===== src/hw/rtl/dewt_pkg.sv =====
// shared types and constants for the dual encoder and wheel tachometer
// no dependencies; imported by dewt_mul, dewt_div, the top level and the testbench
package dewt_pkg;

	localparam int SPEED_W   = 16;
	localparam int SCALE_W   = 8;
	localparam int CFG_W     = 16;
	localparam int CFG_IDX_W = 4;
	localparam int FRAC_W    = 6;
	localparam int SAT_LSB   = SPEED_W + FRAC_W;
	localparam int MUL_STEPS = SCALE_W;
	localparam int DIV_STEPS = SPEED_W;

	localparam logic [SPEED_W-1:0] SPEED_MAX = {SPEED_W{1'b1}};

	localparam logic [CFG_W-1:0]   WINDOW_MS_RST  = 16'd100;
	localparam logic [CFG_W-1:0]   TIMEOUT_MS_RST = 16'd5000;
	localparam logic [CFG_W-1:0]   WHEEL_K_RST    = 16'd60000;
	localparam logic [SCALE_W-1:0] SCALE_RST      = 8'd75;

	typedef enum logic [CFG_IDX_W-1:0] {
		CFG_WINDOW_MS  = 4'd0,
		CFG_TIMEOUT_MS = 4'd1,
		CFG_WHEEL_K    = 4'd2,
		CFG_SCALE      = 4'd3
	} cfg_reg_t;

	typedef struct packed {
		logic busy;
		logic done;
	} unit_sts_t;

endpackage


===== src/hw/rtl/dewt_mul.sv =====
// shift-add multiplier, one multiplier bit per cycle
// depends on dewt_pkg
module dewt_mul import dewt_pkg::*; #(
	parameter int COUNT_WIDTH = 20
) (
	input  logic                         clk,
	input  logic                         arst_n,
	input  logic                         go,
	input  logic [COUNT_WIDTH-1:0]       mcand,
	input  logic [SCALE_W-1:0]           mplier,
	output logic [COUNT_WIDTH+SCALE_W-1:0] product,
	output unit_sts_t                    sts
);

	localparam int PW    = COUNT_WIDTH + SCALE_W;
	localparam int CNT_W = $clog2(MUL_STEPS);
	localparam logic [CNT_W-1:0] LAST = CNT_W'(MUL_STEPS - 1);

	logic [PW-1:0]      acc_q;
	logic [PW-1:0]      mcand_q;
	logic [SCALE_W-1:0] mplier_q;
	logic [CNT_W-1:0]   cnt_q;
	logic               busy_q;
	logic               done_q;

	always_ff @(posedge clk or negedge arst_n) begin
		if (!arst_n) begin
			busy_q <= 1'b0;
			done_q <= 1'b0;
			cnt_q  <= '0;
		end else begin
			done_q <= 1'b0;
			if (go) begin
				busy_q <= 1'b1;
				cnt_q  <= '0;
			end else if (busy_q) begin
				cnt_q <= cnt_q + 1'b1;
				if (cnt_q == LAST) begin
					busy_q <= 1'b0;
					done_q <= 1'b1;
				end
			end
		end
	end

	always_ff @(posedge clk) begin
		if (go) begin
			acc_q    <= '0;
			mcand_q  <= PW'(mcand);
			mplier_q <= mplier;
		end else if (busy_q) begin
			if (mplier_q[0])
				acc_q <= acc_q + mcand_q;
			mcand_q  <= mcand_q << 1;
			mplier_q <= mplier_q >> 1;
		end
	end

	assign product  = acc_q;
	assign sts.busy = busy_q;
	assign sts.done = done_q;

endmodule


===== src/hw/rtl/dewt_div.sv =====
// restoring divider, one quotient bit per cycle, 16 bit dividend
// depends on dewt_pkg
module dewt_div import dewt_pkg::*; #(
	parameter int TIMER_WIDTH = 16
) (
	input  logic                   clk,
	input  logic                   arst_n,
	input  logic                   go,
	input  logic [SPEED_W-1:0]     dividend,
	input  logic [TIMER_WIDTH-1:0] divisor,
	output logic [SPEED_W-1:0]     quotient,
	output unit_sts_t              sts
);

	localparam int CNT_W = $clog2(DIV_STEPS);
	localparam logic [CNT_W-1:0] LAST = CNT_W'(DIV_STEPS - 1);

	logic [TIMER_WIDTH-1:0] rem_q;
	logic [SPEED_W-1:0]     quo_q;
	logic [TIMER_WIDTH-1:0] dvs_q;
	logic [CNT_W-1:0]       cnt_q;
	logic                   busy_q;
	logic                   done_q;
	logic [TIMER_WIDTH:0]   trial;
	logic [TIMER_WIDTH:0]   diff;
	logic                   fits;

	// remainder stays below the divisor, so one extra bit covers the shifted trial
	assign trial = {rem_q, quo_q[SPEED_W-1]};
	assign diff  = trial - {1'b0, dvs_q};
	assign fits  = trial >= {1'b0, dvs_q};

	always_ff @(posedge clk or negedge arst_n) begin
		if (!arst_n) begin
			busy_q <= 1'b0;
			done_q <= 1'b0;
			cnt_q  <= '0;
		end else begin
			done_q <= 1'b0;
			if (go) begin
				busy_q <= 1'b1;
				cnt_q  <= '0;
			end else if (busy_q) begin
				cnt_q <= cnt_q + 1'b1;
				if (cnt_q == LAST) begin
					busy_q <= 1'b0;
					done_q <= 1'b1;
				end
			end
		end
	end

	always_ff @(posedge clk) begin
		if (go) begin
			rem_q <= '0;
			quo_q <= dividend;
			dvs_q <= divisor;
		end else if (busy_q) begin
			rem_q <= fits ? diff[TIMER_WIDTH-1:0] : trial[TIMER_WIDTH-1:0];
			quo_q <= {quo_q[SPEED_W-2:0], fits};
		end
	end

	assign quotient = quo_q;
	assign sts.busy = busy_q;
	assign sts.done = done_q;

endmodule


===== src/hw/rtl/dual_encoder_and_wheel_tachometer_top.sv =====
// Dual encoder and wheel tachometer. Input channel (in_valid/in_ready) takes one
// sample per beat: encoder_a_level, encoder_b_level, wheel_level, ms_tick. Edge
// counters and the ms timers update in the accept cycle. When the window timer
// reaches window_ms the block emits one report beat on out_valid/out_ready:
// scaled motor speeds, wheel speed (zero past the timeout) and the raw count of
// motor one. A rising wheel edge reloads wheel speed as wheel_constant / period.
// A sample with no report and no wheel edge leaves in_ready high. A report goes
// through the shared shift-add multiplier twice, once per motor, then loads the
// output register; without a wheel edge in_ready rises together with out_valid.
// A wheel edge runs the 16 step serial divider, after the report when the same
// sample also reports; a zero period skips the divider and saturates the speed.
// No new sample is taken while either unit runs. Configuration (cfg_valid,
// cfg_ready, cfg_index, cfg_data) is always ready; the user is to write it
// between samples, which the block does not enforce. Unknown indexes are dropped.
// Reset clears counters, timers, wheel speed and the output valid, and loads
// the default register values. The output register decouples the receiver:
// a stalled report holds, idle samples are still taken, and a following
// report waits in the sequencer until the output register is free.
// depends on dewt_pkg, dewt_mul, dewt_div
module dual_encoder_and_wheel_tachometer_top import dewt_pkg::*; #(
	parameter int COUNT_WIDTH = 20,
	parameter int TIMER_WIDTH = 16
) (
	input  logic                 clk,
	input  logic                 arst_n,
	input  logic                 in_valid,
	output logic                 in_ready,
	input  logic                 encoder_a_level,
	input  logic                 encoder_b_level,
	input  logic                 wheel_level,
	input  logic                 ms_tick,
	output logic                 out_valid,
	input  logic                 out_ready,
	output logic [SPEED_W-1:0]   motor_a_speed,
	output logic [SPEED_W-1:0]   motor_b_speed,
	output logic [SPEED_W-1:0]   wheel_speed_out,
	output logic [SPEED_W-1:0]   motor_a_raw,
	input  logic                 cfg_valid,
	output logic                 cfg_ready,
	input  logic [CFG_IDX_W-1:0] cfg_index,
	input  logic [CFG_W-1:0]     cfg_data
);

	localparam int PW    = COUNT_WIDTH + SCALE_W;
	localparam int CMP_W = (TIMER_WIDTH > CFG_W) ? TIMER_WIDTH : CFG_W;

	typedef enum logic [2:0] {
		S_IDLE,
		S_MUL_A,
		S_MUL_B,
		S_REPORT,
		S_DIV
	} state_t;

	state_t state_q;

	logic [CFG_W-1:0]   window_ms_q;
	logic [CFG_W-1:0]   timeout_ms_q;
	logic [CFG_W-1:0]   wheel_k_q;
	logic [SCALE_W-1:0] scale_q;

	logic [COUNT_WIDTH-1:0] cnt_a_q;
	logic [COUNT_WIDTH-1:0] cnt_b_q;
	logic [COUNT_WIDTH-1:0] rep_a_q;
	logic [COUNT_WIDTH-1:0] rep_b_q;
	logic [TIMER_WIDTH-1:0] win_q;
	logic [TIMER_WIDTH-1:0] whl_q;
	logic [TIMER_WIDTH-1:0] period_q;
	logic [SPEED_W-1:0]     wheel_speed_q;
	logic [SPEED_W-1:0]     spd_a_q;
	logic [SPEED_W-1:0]     spd_b_q;
	logic                   seen_q;
	logic                   prev_a_q;
	logic                   prev_b_q;
	logic                   timeout_q;
	logic                   edge_q;
	logic                   mul_go_q;
	logic                   div_go_q;

	logic [COUNT_WIDTH-1:0] cnt_a_nx;
	logic [COUNT_WIDTH-1:0] cnt_b_nx;
	logic [TIMER_WIDTH-1:0] win_nx;
	logic [TIMER_WIDTH-1:0] whl_nx;
	logic                   report_now;
	logic                   timeout_now;
	logic                   edge_now;
	logic                   in_beat;
	logic                   out_free;
	logic                   out_load;
	logic                   mul_go_nx;
	logic                   div_go_nx;

	logic [COUNT_WIDTH-1:0] mul_mcand;
	logic [PW-1:0]          product;
	logic [SPEED_W-1:0]     product_sat;
	logic [SPEED_W-1:0]     quotient;
	unit_sts_t              mul_sts;
	unit_sts_t              div_sts;

	assign in_ready  = (state_q == S_IDLE);
	assign in_beat   = in_valid && in_ready;
	assign cfg_ready = 1'b1;
	assign out_free  = !out_valid || out_ready;
	assign out_load  = (state_q == S_REPORT) && out_free;

	// saturating edge counters and timers
	assign cnt_a_nx = (encoder_a_level && !prev_a_q && !(&cnt_a_q)) ? cnt_a_q + 1'b1 : cnt_a_q;
	assign cnt_b_nx = (encoder_b_level && !prev_b_q && !(&cnt_b_q)) ? cnt_b_q + 1'b1 : cnt_b_q;
	assign win_nx   = (ms_tick && !(&win_q)) ? win_q + 1'b1 : win_q;
	assign whl_nx   = (ms_tick && !(&whl_q)) ? whl_q + 1'b1 : whl_q;

	assign report_now  = CMP_W'(win_nx) >= CMP_W'(window_ms_q);
	assign timeout_now = CMP_W'(whl_nx) > CMP_W'(timeout_ms_q);
	assign edge_now    = wheel_level && !seen_q;

	// unit starts: first multiply on a reporting sample, second after the first;
	// divide on a wheel edge with a nonzero period, after the report if there is one
	assign mul_go_nx = (in_beat && report_now) || ((state_q == S_MUL_A) && mul_sts.done);
	assign div_go_nx = (in_beat && !report_now && edge_now && (whl_nx != '0))
		|| (out_load && edge_q && (period_q != '0));

	assign mul_mcand   = (state_q == S_MUL_A) ? rep_a_q : rep_b_q;
	// drop six fraction bits, clamp to 16 bits
	assign product_sat = (|product[PW-1:SAT_LSB]) ? SPEED_MAX : product[SAT_LSB-1:FRAC_W];

	dewt_mul #(
		.COUNT_WIDTH(COUNT_WIDTH)
	) u_mul (
		.clk    (clk),
		.arst_n (arst_n),
		.go     (mul_go_q),
		.mcand  (mul_mcand),
		.mplier (scale_q),
		.product(product),
		.sts    (mul_sts)
	);

	dewt_div #(
		.TIMER_WIDTH(TIMER_WIDTH)
	) u_div (
		.clk     (clk),
		.arst_n  (arst_n),
		.go      (div_go_q),
		.dividend(wheel_k_q),
		.divisor (period_q),
		.quotient(quotient),
		.sts     (div_sts)
	);

	always_ff @(posedge clk or negedge arst_n) begin
		if (!arst_n) begin
			window_ms_q  <= WINDOW_MS_RST;
			timeout_ms_q <= TIMEOUT_MS_RST;
			wheel_k_q    <= WHEEL_K_RST;
			scale_q      <= SCALE_RST;
		end else if (cfg_valid && cfg_ready) begin
			unique case (cfg_index)
				CFG_WINDOW_MS:  window_ms_q  <= cfg_data;
				CFG_TIMEOUT_MS: timeout_ms_q <= cfg_data;
				CFG_WHEEL_K:    wheel_k_q    <= cfg_data;
				CFG_SCALE:      scale_q      <= cfg_data[SCALE_W-1:0];
				default: ;
			endcase
		end
	end

	always_ff @(posedge clk or negedge arst_n) begin
		if (!arst_n) begin
			state_q         <= S_IDLE;
			cnt_a_q         <= '0;
			cnt_b_q         <= '0;
			rep_a_q         <= '0;
			rep_b_q         <= '0;
			win_q           <= '0;
			whl_q           <= '0;
			period_q        <= '0;
			wheel_speed_q   <= '0;
			spd_a_q         <= '0;
			spd_b_q         <= '0;
			seen_q          <= 1'b0;
			prev_a_q        <= 1'b0;
			prev_b_q        <= 1'b0;
			timeout_q       <= 1'b0;
			edge_q          <= 1'b0;
			mul_go_q        <= 1'b0;
			div_go_q        <= 1'b0;
			out_valid       <= 1'b0;
			motor_a_speed   <= '0;
			motor_b_speed   <= '0;
			wheel_speed_out <= '0;
			motor_a_raw     <= '0;
		end else begin
			mul_go_q <= mul_go_nx;
			div_go_q <= div_go_nx;
			if (out_load)
				out_valid <= 1'b1;
			else if (out_valid && out_ready)
				out_valid <= 1'b0;

			unique case (state_q)
				S_IDLE: begin
					if (in_beat) begin
						prev_a_q  <= encoder_a_level;
						prev_b_q  <= encoder_b_level;
						seen_q    <= wheel_level;
						timeout_q <= timeout_now;
						edge_q    <= edge_now;
						period_q  <= whl_nx;
						whl_q     <= edge_now ? '0 : whl_nx;
						rep_a_q   <= cnt_a_nx;
						rep_b_q   <= cnt_b_nx;
						if (report_now) begin
							cnt_a_q <= '0;
							cnt_b_q <= '0;
							win_q   <= '0;
							state_q <= S_MUL_A;
						end else begin
							cnt_a_q <= cnt_a_nx;
							cnt_b_q <= cnt_b_nx;
							win_q   <= win_nx;
							if (edge_now)
								state_q <= S_DIV;
						end
					end
				end
				S_MUL_A: begin
					if (mul_sts.done) begin
						spd_a_q <= product_sat;
						state_q <= S_MUL_B;
					end
				end
				S_MUL_B: begin
					if (mul_sts.done) begin
						spd_b_q <= product_sat;
						state_q <= S_REPORT;
					end
				end
				S_REPORT: begin
					if (out_free) begin
						motor_a_speed   <= spd_a_q;
						motor_b_speed   <= spd_b_q;
						wheel_speed_out <= timeout_q ? '0 : wheel_speed_q;
						motor_a_raw     <= rep_a_q[SPEED_W-1:0];
						// a timed-out wheel stays at zero until its next edge
						if (timeout_q)
							wheel_speed_q <= '0;
						if (edge_q)
							state_q <= S_DIV;
						else
							state_q <= S_IDLE;
					end
				end
				S_DIV: begin
					if (period_q == '0) begin
						wheel_speed_q <= SPEED_MAX;
						state_q       <= S_IDLE;
					end else if (div_sts.done) begin
						wheel_speed_q <= quotient;
						state_q       <= S_IDLE;
					end
				end
				default: state_q <= S_IDLE;
			endcase
		end
	end

`ifndef NO_ASSERTIONS
	a_idle_units_quiet: assert property (@(posedge clk) disable iff (!arst_n)
		in_ready |-> (!mul_sts.busy && !div_sts.busy))
		else $error("sample accepted while an arithmetic unit is running");

	a_units_exclusive: assert property (@(posedge clk) disable iff (!arst_n)
		!(mul_sts.busy && div_sts.busy))
		else $error("multiplier and divider busy together");

	a_div_done_to_idle: assert property (@(posedge clk) disable iff (!arst_n)
		div_sts.done |=> (state_q == S_IDLE))
		else $error("divider finished without returning to idle");

	a_report_loads_output: assert property (@(posedge clk) disable iff (!arst_n)
		(state_q == S_REPORT && out_free) |=> out_valid)
		else $error("report step left output register empty");
`endif

endmodule


===== config.mk =====
export PLATFORM = sky130hd
export DESIGN_NAME = dual_encoder_and_wheel_tachometer_top
export DESIGN_NICKNAME = d
export VERILOG_FILES = /design/src/hw/rtl/dewt_pkg.sv /design/src/hw/rtl/dewt_mul.sv /design/src/hw/rtl/dewt_div.sv /design/src/hw/rtl/dual_encoder_and_wheel_tachometer_top.sv
export SDC_FILE = /design/constraint.sdc
export NUM_CORES = 1
export LEC_CHECK = 0
export ABC_AREA = 1
export BUFFER_PORTS_ARGS = -buffer_cell sky130_fd_sc_hd__buf_2
export CORE_ASPECT_RATIO = 1.75
export CORE_MARGIN = 5
export CORE_UTILIZATION = 60
export CTS_CLUSTER_SIZE = 40
export DETAILED_ROUTE_END_ITERATION = 8
export GPL_TIMING_DRIVEN = 0
export PLACE_DENSITY = 0.87
export SETUP_SLACK_MARGIN = 0.02
export SYNTH_ARGS = -nofsm -noshare
export SYNTH_HDL_FRONTEND = slang
export SYNTH_SLANG_ARGS = --single-unit

===== constraint.sdc =====
create_clock -name clk -period 7.8 [get_ports clk]
set_clock_uncertainty 0.05 [all_clocks]
set_input_delay 0.39 -clock clk [delete_from_list [all_inputs] [get_ports clk]]
set_output_delay 0.39 -clock clk [all_outputs]
set_load 0.05 [all_outputs]

==> results.txt <==
Adder-Cell Fraction of Synth Area - 0.0473
simple-gate share of the synthesized area - 0.234
Syn Inst Count - 2846
WS Path Type - flop to flop
Arrival @ worst endpoint - 4.36 ns
via count - 20000
XOR/XNOR share of the synthesized area - 0.0280
starting density of the core - 0.603
first-pass GRT wire length - 104000 um
antenna viol nets, final - 0
fin util - 0.669
largest net degree at the start of global routing - 121
initial antenna violation count - 0
Mapped Nets - 2959
most frequent CP cell - nand2_1
leading cell type in the layout, fill and taps excluded - nand2_1
wire length per cell - 18.8 um
Compound-Gate Fraction of Synth Area - 0.123
Req. time, crit path - 8.16 ns
Final Routed Wirelength - 65600 um
Fmax - 250 MHz
layout cell share with drive strength beyond 1 - 0.0875
Pwr Density - 452 nW/um^2
Clock Tree Root - clkbuf_16
# clock sinks - 430
status - completed
Final Hold Vio Count - 0
vias in the first global route - 20600
synth warn - 0
Synth Register Bits - 430
crit path cell chain - ha_1 -> nand3_1 -> nor2_1 -> nand3_1 -> nand2_2 -> nor2_1 -> nand3b_1 -> nor2_1 -> nand2_1 -> and2_1 -> ha_1 -> nand2_1 -> nor4_1 -> nand2_1 -> nand2_1 -> clkbuf_1 -> o21ai_0
# rows - 94
Post-Syn Area - 22600 sq um
combinational family with the most area after synthesis - simple AND/OR/NAND/NOR gates
DRC - 0
worst stage delay on the critical path - 0.55 ns
H-tree Lvls - 2
Crit Path Max Fanout - 10
Final Critical Period - 4.01 ns
setup bufs post-CTS - 0
most frequent cells in the layout - nand2_1 (809), inv_1 (384), dfrtp_1 (299), o21ai_0 (240), nor2_1 (179)
diode count - 0
leakage power - 12.4 nW
Hold Crit Class - input port to flop
Nets - 3098
CTS tree - built
crit-path leading delay family - simple AND/OR/NAND/NOR gates
vias per cell - 5.71
clock slew at reported path FFs - 0.07 ns
Worst setup SP type - flop
Die Y - 266 um
I/O pin cnt - 96
Detailed Routing Iterations Pass 1 - 6
crit share post-route - 0.514
worst slew pin tran - 1.14 ns
dpl hpwl - 50100 um
Area Overhead vs Synth - 11.0%
final setup vio count - 0
Port Buffer Count - 93
TritonCTS Buffers - 40
post-cts sizing count - 0
total core area - 37400 sq um
Setup crit end kind - flop
Synth Area per Inst - 7.92 sq um
cts hold-fix bufs - 2
drt initial violations - 1424
worst skew pair latency - 0.57 ns
Max Cap Viol - 0
die width - 157 um
RSZ-0062 raised after global routing - no
GRT Util Overall - 0.315
sequential area share after synthesis - 0.480
CTS max path bufs - 3
Placer Congestion - 0.994
synth unique cells - 51
Worst slew margin - 0.236
Slew Limit Fails - 0
post-synthesis mux area share - 0
die area - 41700 sq um
CP max stage cell - clkbuf_1
total grt overflow - 0
Setup TNS - 0 ns
Peak VDD IR - 0.256 mV
Buffers & Inverters on Critical Path - 1
[where the power goes]
part | internal [mW] | leakage, nW | switching (mW)
clock network | 1.11 | 0.653 | 0.900
logic | 1.64 | 6.58 | 3.75
registers | 3.28 | 5.16 | 0.638
[kinds of logic (layout without fill, tap and decap cells)]
logic type / Yosys count / in the layout
AND/OR/NAND/NOR: 1258 / 1258
AO/OA/AOI/OAI: 506 / 506
buffers and inverters: 495 / 666
flip-flops: 430 / 430
adder cells (fa/ha/maj): 84 / 84
XOR/XNOR: 72 / 72
other: 1 / 1
[area by class of cell]
type,instances,area [sq um]
timing repair buffer,97,551
clock inverter,21,233
fill,3091,12400
buffer,103,499
inverter,392,1470
clock buffer,53,1100
multi-input combinational,1921,9760
sequential,430,10800
tap,480,601
[cells in the mapped netlist (all sizes together)]
cell / n / area [sq um]
clkinv: 2 / 7.51
a21oi: 127 / 643
o221ai: 16 / 140
o211ai: 5 / 47.5
dfxtp: 52 / 1040
o21bai: 8 / 60.1
nor4: 6 / 37.5
nor3: 31 / 194
and2: 2 / 12.5
fa: 2 / 40.0
nand2: 825 / 3140
clkbuf: 65 / 244
buf: 38 / 255
dfstp: 19 / 499
o21a: 1 / 7.51
nand3b: 20 / 163
o21ai: 284 / 1450
xor2: 60 / 526
o22ai: 53 / 332
a31oi: 4 / 25.0
nor2: 188 / 748
nand4: 28 / 175
ha: 82 / 1030
o2111ai: 2 / 17.5
conb: 1 / 3.75
dfrtp: 299 / 7480
nand3: 157 / 806
a211oi: 1 / 7.51
or2: 1 / 6.26
xnor2: 12 / 105
inv: 390 / 1460
a21o: 5 / 37.5
edfxtp: 60 / 1800
[path summary, 6_finish.rpt]
path | start | end | slack, ns | depth (start not counted)
min in group asynchronous | arst_n | motor_a_speed[9] | 0.32 | 2
hold / removal | encoder_a_level | prev_a_q | 0.04 | 3
setup / recovery | win_q[0] | cnt_a_q[3] | 3.79 | 17
hold reg to reg | period_q[10] | u_div.dvs_q[10] | 0.40 | 0
setup reg to reg | win_q[0] | cnt_a_q[3] | 3.79 | 17
max in group asynchronous | arst_n | u_mul.cnt_q[0] | 5.76 | 4
[state kept, by name, indices dropped and copies added, names as in the netlist, 20 cells and up]
signal	cells
u_mul.product	28
u_mul.mcand_q	28
rep_b_q	20
cnt_a_q	20
cnt_b_q	20
rep_a_q	20
[layer usage]
| layer | global-route usage | wire length, um |
|---|---|---|
| met1 | 0.323 | 22100 |
| met2 | 0.579 | 34700 |
| met3 | 0.0342 | 3110 |
| met4 | 0.230 | 5760 |
| met5 | 0 | 0 |
[metrics by stage]
stage | power (mW) | cell area [sq um] | worst slack [ns] | std cells | hold slack [ns]
floorplan | 7.60 | 22600 | 4.83 | 2846 | 0.0444
global placement | 8.98 | 23600 | 0.524 | 3419 | 0.382
detailed placement | 9.19 | 23700 | 3.85 | 3421 | 0.356
CTS | 11.3 | 25000 | 3.82 | 3497 | 0.0157
global route | 12.1 | 25000 | 3.48 | 3497 | 0.0509
finish | 11.3 | 25000 | 3.79 | 3497 | 0.0360
[worst min-delay path: stages]
cell and delay [ns]:
buf_2 0.12, nand2_1 0.05, o21ai_0 0.06
(Power assumes the default switching activity.)
